## src/rtl/ieq_pkg.sv

```systemverilog
package ieq_pkg;

  localparam int MODE_W    = 3;
  localparam int KEY_W     = 9;
  localparam int POS_W     = 16;
  localparam int CHAR_W    = 16;
  localparam int MOD_W     = 3;
  localparam int MASK_W    = 10;
  localparam int CFG_W     = 16;
  localparam int CFG_IDX_W = 2;
  localparam int TIME_W    = 32;
  localparam int LEVEL_W   = 9;
  localparam int TYPE_W    = 4;
  localparam int KEY_SPACE = 1 << KEY_W;

  localparam logic [CFG_W-1:0] REPEAT_DELAY_RST    = 16'd250;
  localparam logic [CFG_W-1:0] REPEAT_INTERVAL_RST = 16'd50;
  localparam logic [CFG_W-1:0] DBL_WINDOW_RST      = 16'd200;

  typedef enum logic [CFG_IDX_W-1:0] {
    CFG_REPEAT_DELAY    = 2'd0,
    CFG_REPEAT_INTERVAL = 2'd1,
    CFG_DBL_WINDOW      = 2'd2
  } cfg_idx_t;

  typedef enum logic [MODE_W-1:0] {
    MODE_TICK        = 3'd0,
    MODE_BTN_PRESS   = 3'd1,
    MODE_BTN_RELEASE = 3'd2,
    MODE_KEY_PRESS   = 3'd3,
    MODE_KEY_RELEASE = 3'd4,
    MODE_DEQ         = 3'd5,
    MODE_MASKED_DEQ  = 3'd6
  } mode_t;

  typedef enum logic [TYPE_W-1:0] {
    EV_LDOWN = 4'd0,
    EV_LUP   = 4'd1,
    EV_LDBL  = 4'd2,
    EV_LREP  = 4'd3,
    EV_RDOWN = 4'd4,
    EV_RUP   = 4'd5,
    EV_RREP  = 4'd6,
    EV_KDOWN = 4'd7,
    EV_KREP  = 4'd8,
    EV_KUP   = 4'd9
  } ev_type_t;

  typedef struct packed {
    logic [CHAR_W-1:0] ch;
    logic [MOD_W-1:0]  mods;
    logic [KEY_W-1:0]  key;
    ev_type_t          etype;
  } ev_entry_t;

  typedef struct packed {
    logic     clr;
    logic     load;
    logic     tick;
    logic     btn_press;
    logic     btn_release;
    logic     last_click;
    logic     push;
    ev_type_t push_type;
    logic     push_key;
    logic     map_rd;
    logic     map_wr;
    logic     map_val;
    logic     svc_left;
    logic     svc_right;
    logic     q_rd;
    logic     pop;
    logic     respond;
  } dp_cmd_t;

  typedef struct packed {
    mode_t mode;
    logic  is_left;
    logic  dbl_hit;
    logic  key_valid;
    logic  key_set;
    logic  q_empty;
    logic  head_ok;
    logic  clr_last;
  } dp_sts_t;

  typedef enum logic [10:0] {
    S_CLEAR = 11'b000_0000_0001,
    S_IDLE  = 11'b000_0000_0010,
    S_EXEC  = 11'b000_0000_0100,
    S_DBL   = 11'b000_0000_1000,
    S_KEY   = 11'b000_0001_0000,
    S_CHK   = 11'b000_0010_0000,
    S_SVCL  = 11'b000_0100_0000,
    S_SVCR  = 11'b000_1000_0000,
    S_QRD   = 11'b001_0000_0000,
    S_POP   = 11'b010_0000_0000,
    S_DONE  = 11'b100_0000_0000
  } state_t;

endpackage

```

## src/rtl/ieq_ctrl.sv

```systemverilog
module ieq_ctrl import ieq_pkg::*; (
  input  logic    clk,
  input  logic    rst_n,
  input  logic    start,
  output logic    busy,
  input  dp_sts_t sts,
  output dp_cmd_t cmd
);

  state_t state_r, state_nxt;

  always_ff @(posedge clk) begin
    if (!rst_n) begin
      state_r <= S_CLEAR;
    end else begin
      state_r <= state_nxt;
    end
  end

  assign busy = (state_r != S_IDLE);

  always_comb begin
    state_nxt = state_r;
    cmd       = '0;
    case (state_r)
      S_CLEAR: begin
        cmd.clr = 1'b1;
        if (sts.clr_last) begin
          state_nxt = S_IDLE;
        end
      end
      S_IDLE: begin
        if (start) begin
          cmd.load  = 1'b1;
          state_nxt = S_EXEC;
        end
      end
      S_EXEC: begin
        state_nxt = S_DONE;
        case (sts.mode)
          MODE_TICK: begin
            cmd.tick = 1'b1;
          end
          MODE_BTN_PRESS: begin
            cmd.btn_press = 1'b1;
            cmd.push      = 1'b1;
            cmd.push_type = sts.is_left ? EV_LDOWN : EV_RDOWN;
          end
          MODE_BTN_RELEASE: begin
            cmd.btn_release = 1'b1;
            cmd.push        = 1'b1;
            cmd.push_type   = sts.is_left ? EV_LUP : EV_RUP;
            if (sts.is_left && sts.dbl_hit) begin
              state_nxt = S_DBL;
            end else begin
              cmd.last_click = sts.is_left;
            end
          end
          MODE_KEY_PRESS, MODE_KEY_RELEASE: begin
            cmd.map_rd = 1'b1;
            state_nxt  = S_KEY;
          end
          MODE_DEQ: begin
            state_nxt = S_SVCL;
          end
          MODE_MASKED_DEQ: begin
            if (!sts.q_empty) begin
              cmd.q_rd  = 1'b1;
              state_nxt = S_CHK;
            end
          end
          default: ;
        endcase
      end
      S_DBL: begin
        cmd.push      = 1'b1;
        cmd.push_type = EV_LDBL;
        state_nxt     = S_DONE;
      end
      S_KEY: begin
        state_nxt = S_DONE;
        if (sts.key_valid) begin
          if (sts.mode == MODE_KEY_PRESS) begin
            cmd.map_wr    = 1'b1;
            cmd.map_val   = 1'b1;
            cmd.push      = 1'b1;
            cmd.push_key  = 1'b1;
            cmd.push_type = sts.key_set ? EV_KREP : EV_KDOWN;
          end else if (sts.key_set) begin
            cmd.map_wr    = 1'b1;
            cmd.map_val   = 1'b0;
            cmd.push      = 1'b1;
            cmd.push_key  = 1'b1;
            cmd.push_type = EV_KUP;
          end
        end
      end
      S_CHK: begin
        state_nxt = sts.head_ok ? S_SVCL : S_DONE;
      end
      S_SVCL: begin
        cmd.svc_left = 1'b1;
        state_nxt    = S_SVCR;
      end
      S_SVCR: begin
        cmd.svc_right = 1'b1;
        // masked path already holds the head entry
        state_nxt     = (sts.mode == MODE_DEQ) ? S_QRD : S_POP;
      end
      S_QRD: begin
        if (sts.q_empty) begin
          state_nxt = S_DONE;
        end else begin
          cmd.q_rd  = 1'b1;
          state_nxt = S_POP;
        end
      end
      S_POP: begin
        cmd.pop   = 1'b1;
        state_nxt = S_DONE;
      end
      S_DONE: begin
        cmd.respond = 1'b1;
        state_nxt   = S_IDLE;
      end
      default: begin
        state_nxt = S_IDLE;
      end
    endcase
  end

endmodule

```

## config.mk

```make
export PLATFORM = sky130hd
export DESIGN_NAME = ieq_ctrl
export DESIGN_NICKNAME = d
export VERILOG_FILES = /design/src/rtl/ieq_pkg.sv /design/src/rtl/ieq_ctrl.sv
export SDC_FILE = /design/constraint.sdc
export NUM_CORES = 1
export LEC_CHECK = 0
export ABC_AREA = 1
export BUFFER_PORTS_ARGS = -buffer_cell sky130_fd_sc_hd__buf_2
export CORE_MARGIN = 2
export CORE_UTILIZATION = 30
export DETAILED_ROUTE_END_ITERATION = 16
export MAX_ROUTING_LAYER = met4
export PLACE_DENSITY = 0.53
export SYNTH_ARGS = -nofsm -noshare
export SYNTH_HDL_FRONTEND = slang
export SYNTH_SLANG_ARGS = --single-unit
```

## constraint.sdc

```tcl
create_clock -name clk -period 1.6 [get_ports clk]
set_input_delay 0.16 -clock clk [delete_from_list [all_inputs] [get_ports clk]]
set_output_delay 0.16 -clock clk [all_outputs]
set_load 0.02 [all_outputs]
```

==> flow_summary.json <==
{
  "outcome": "finished with violations",
  "violations": "setup timing",
  "reg2reg_to": "state_r[10]$_SDFFE_PN0P_",
  "setup_slack_ns": -0.156,
  "grt_pass1_vias": 1046,
  "muxShareOfSynthArea": 0,
  "synth_top_family_by_area": "simple AND/OR/NAND/NOR gates",
  "die_y_microns": 59.2,
  "antenna_found_initial": 0,
  "finClkSkew_ns": 0.00508,
  "period_minus_slack_ns": 1.76,
  "worst_pin_slew_ns": 0.432,
  "synth_xor_area_frac": 0,
  "rows": 20,
  "detail-route-antenna-nets": 0,
  "clock_sinks": 11,
  "initial_core_util": 0.307,
  "power.leakage_nw": 0.767,
  "final-seq-area_sq_um": 231,
  "crit_type": "reg -> out",
  "synth_most_common_cell": "nand2_1",
  "timing.rr.start": "state_r[5]$_SDFFE_PN0P_",
  "wl_mm": 2.69,
  "via_per_inst": 4.61,
  "async_flop_share": 0,
  "setup_viol": 10,
  "cap_violations": 0,
  "nets": 216,
  "start_kind": "flip-flop",
  "netlist_area_sq_um": 915,
  "synth_cell_type_count": 25,
  "fin_crit_sh": 1.10,
  "p_per_area_mw_per_mm2": 435,
  "final_hold_viol_count": 0,
  "timing.fmax_mhz": 569,
  "min_to": "state_r[0]$_SDFFE_PN1P_",
  "synthCells": 151,
  "worstSkewPairLatency_ns": 0.28,
  "synth_top_cell_by_area": "dfxtp_1",
  "synth-edff-count": 0,
  "fillerInstances": 298,
  "synthTopCellsByCount": "nand2_1 (38), inv_1 (29), nor2_1 (26), dfxtp_1 (11), nor3_1 (10)",
  "cts-root-buf": "clkbuf_4",
  "synth.top_cells.by_area": "dfxtp_1 (24%), nand2_1 (16%), inv_1 (12%)",
  "slew_violations": 0,
  "synth_nets": 166,
  "fin_setup_tns_ns": -0.710,
  "yosys.area_share.simple": 0.547,
  "ios": 34,
  "regMostFlops": "state_r",
  "fp.dieArea_sq_mm": 0.00351,
  "ys_warn_count": 0,
  "rsz0062_at_grt": "yes",
  "largest_reg_flops": 11,
  "hp-class": "in -> reg",
  "seq_area_frac_synth": 0.241,
  "clock_path_buffers": 2,
  "first_iter_violations": 23,
  "via_count": 1074,
  "synth_compound_gate_area_share": 0.0492,
  "grt.total_usage": 0.172,
  "arrival_ns": 1.60,
  "slew_headroom": 0.711,
  "synth_top_area_frac": 0.241,
  "peakVddDrop_uv": 153,
  "drc_errors": 0,
  "area_growth_pct": 60.3,
  "core_region_area_sq_mm": 0.00298,
  "cts.clk_slew.worst_paths_ns": 0.07,
  "numCtsBuffers": 3,
  "place_congestion": 0.886,
  "grt_pass1_wl_mm": 4.45,
  "critPathRequiredTime_ns": 1.44,
  "synthFlopType": "dfxtp_1",
  "drive_above_1_share": 0.500,
  "die_x_microns": 59.2,
  "gr-total-overflow": 0,
  "synthAdderAreaFrac": 0.0274,
  "multi_input_area_sq_um": 698,
  "cts_tree": "done",
  "antenna_cells": 0,
  "biggestRegsByFlops": "state_r x11",
  "worstHoldStart": "rst_n",
  "wl_per_cell_microns": 11.5,
  "syn_avg_cell_area_sq_um": 6.06,
  "end_kind": "output port",
  "portBuffers": 33,
  "cp_max_fo": 4,
  "dp_hpwl_mm": 1.96,
  "synth_seq_cells": 11,
  "hold_depth": 2,
  "fin_area_sq_mm": 0.00147,
  "first_pass_iters": 4,
  "grt_max_degree": 10,
  "r2r_cells": 9,
  "cts_htree_levels": 1,
  "dpl_cell_area_sq_mm": 0.00112,
  "rrSetupSlack_ns": 0.14
}
cell usage in the layout (no fill, tap or decap), types with 2 or more instances in the layout:
cell type,n
buf_2,12
nor2_8,2
buf_4,24
ha_1,2
nand2_2,6
nor2_4,7
a21oi_1,3
nand2_1,32
o21ai_1,2
buf_6,10
inv_1,23
nor2_1,16
nor3_2,3
nor3_1,8
dfxtp_2,9
inv_2,7
nand3_1,5
o21ai_2,2
nand2_4,4
clkbuf_4,3
dfxtp_1,2
nand3b_1,2
nor2_2,5
cell type report:
type                       count  share of cell area
timing repair buffer          46               0.241
multi-input combinational    108               0.476
tap                           33              0.0282
sequential                    11               0.158
inverter                      31              0.0794
clock buffer                   4              0.0179
worst max path at each step:
stage	slack [ns]	from	end
6_report	-0.16	state_r[5]$_SDFFE_PN0P_	cmd[14]
5_1_grt	-0.24	state_r[1]$_SDFFE_PN0P_	cmd[14]
4_1_cts	-0.13	state_r[7]$_SDFFE_PN0P_	cmd[14]
3_5_place_dp	0.02	state_r[6]$_SDFFE_PN0P_	cmd[14]
3_3_place_gp	0.08	state_r[6]$_SDFFE_PN0P_	cmd[14]
2_1_floorplan	0.05	state_r[8]$_SDFFE_PN0P_	cmd[16]
repair_timing:
| action | CTS | global route |
|---|---|---|
| setup endpoints to repair | 14 | 21 |
| hold buffers | 0 | 0 |
| gates resized for setup | 46 | 31 |
| pin swaps | 8 | 3 |
| setup buffers | 7 | 5 |
routing by layer:
metal / global-route usage / vias up / wire length [microns]
met5: - / - / 0
met4: 0.0584 / 0 / 42
met3: 0.0197 / 5 / 122
met2: 0.312 / 33 / 1410
met1: 0.193 / 477 / 1110
li1: - / 559 / -
logic make-up after synthesis:
| family | after synthesis |
|---|---|
| buffers and inverters | 32 |
| and+or+nand+nor | 98 |
| adders and majority gates | 2 |
| DFF | 11 |
| AOI/OAI and AO/OA | 8 |
report_power, final:
group / switching [mW] / internal, mW / total, mW / leakage, nW
clock network: 0.101 / 0.0967 / 0.198 / 0.0150
logic: 0.0938 / 0.0604 / 0.154 / 0.660
registers: 0.00534 / 0.280 / 0.286 / 0.0930
total: 0.200 / 0.438 / 0.638 / 0.767
through the flow:
| stage | hold WS [ns] | utilization | total power, mW | setup slack, ns | instances |
|---|---|---|---|---|---|
| floorplan | 0.250 | - | 0.362 | 0.0503 | 151 |
| global placement | 0.391 | 0.377 | 0.410 | 0.0826 | 217 |
| detailed placement | 0.395 | 0.377 | 0.410 | 0.0222 | 217 |
| CTS | 0.102 | 0.448 | 0.619 | -0.135 | 228 |
| global route | 0.107 | 0.492 | 0.673 | -0.241 | 233 |
| finish | 0.0985 | 0.492 | 0.638 | -0.156 | 233 |
worst max-delay path, stage by stage (launching register included):
cell and delay [ns]:
dfxtp_2 0.35, nor2_4 0.13, nand2_4 0.08, nor2_8 0.15, nand2_8 0.08, nor2_8 0.12, nand2_4 0.07, nor3b_2 0.17
buf_4 0.16
No activity file was read; power rests on OpenSTA's default activity.
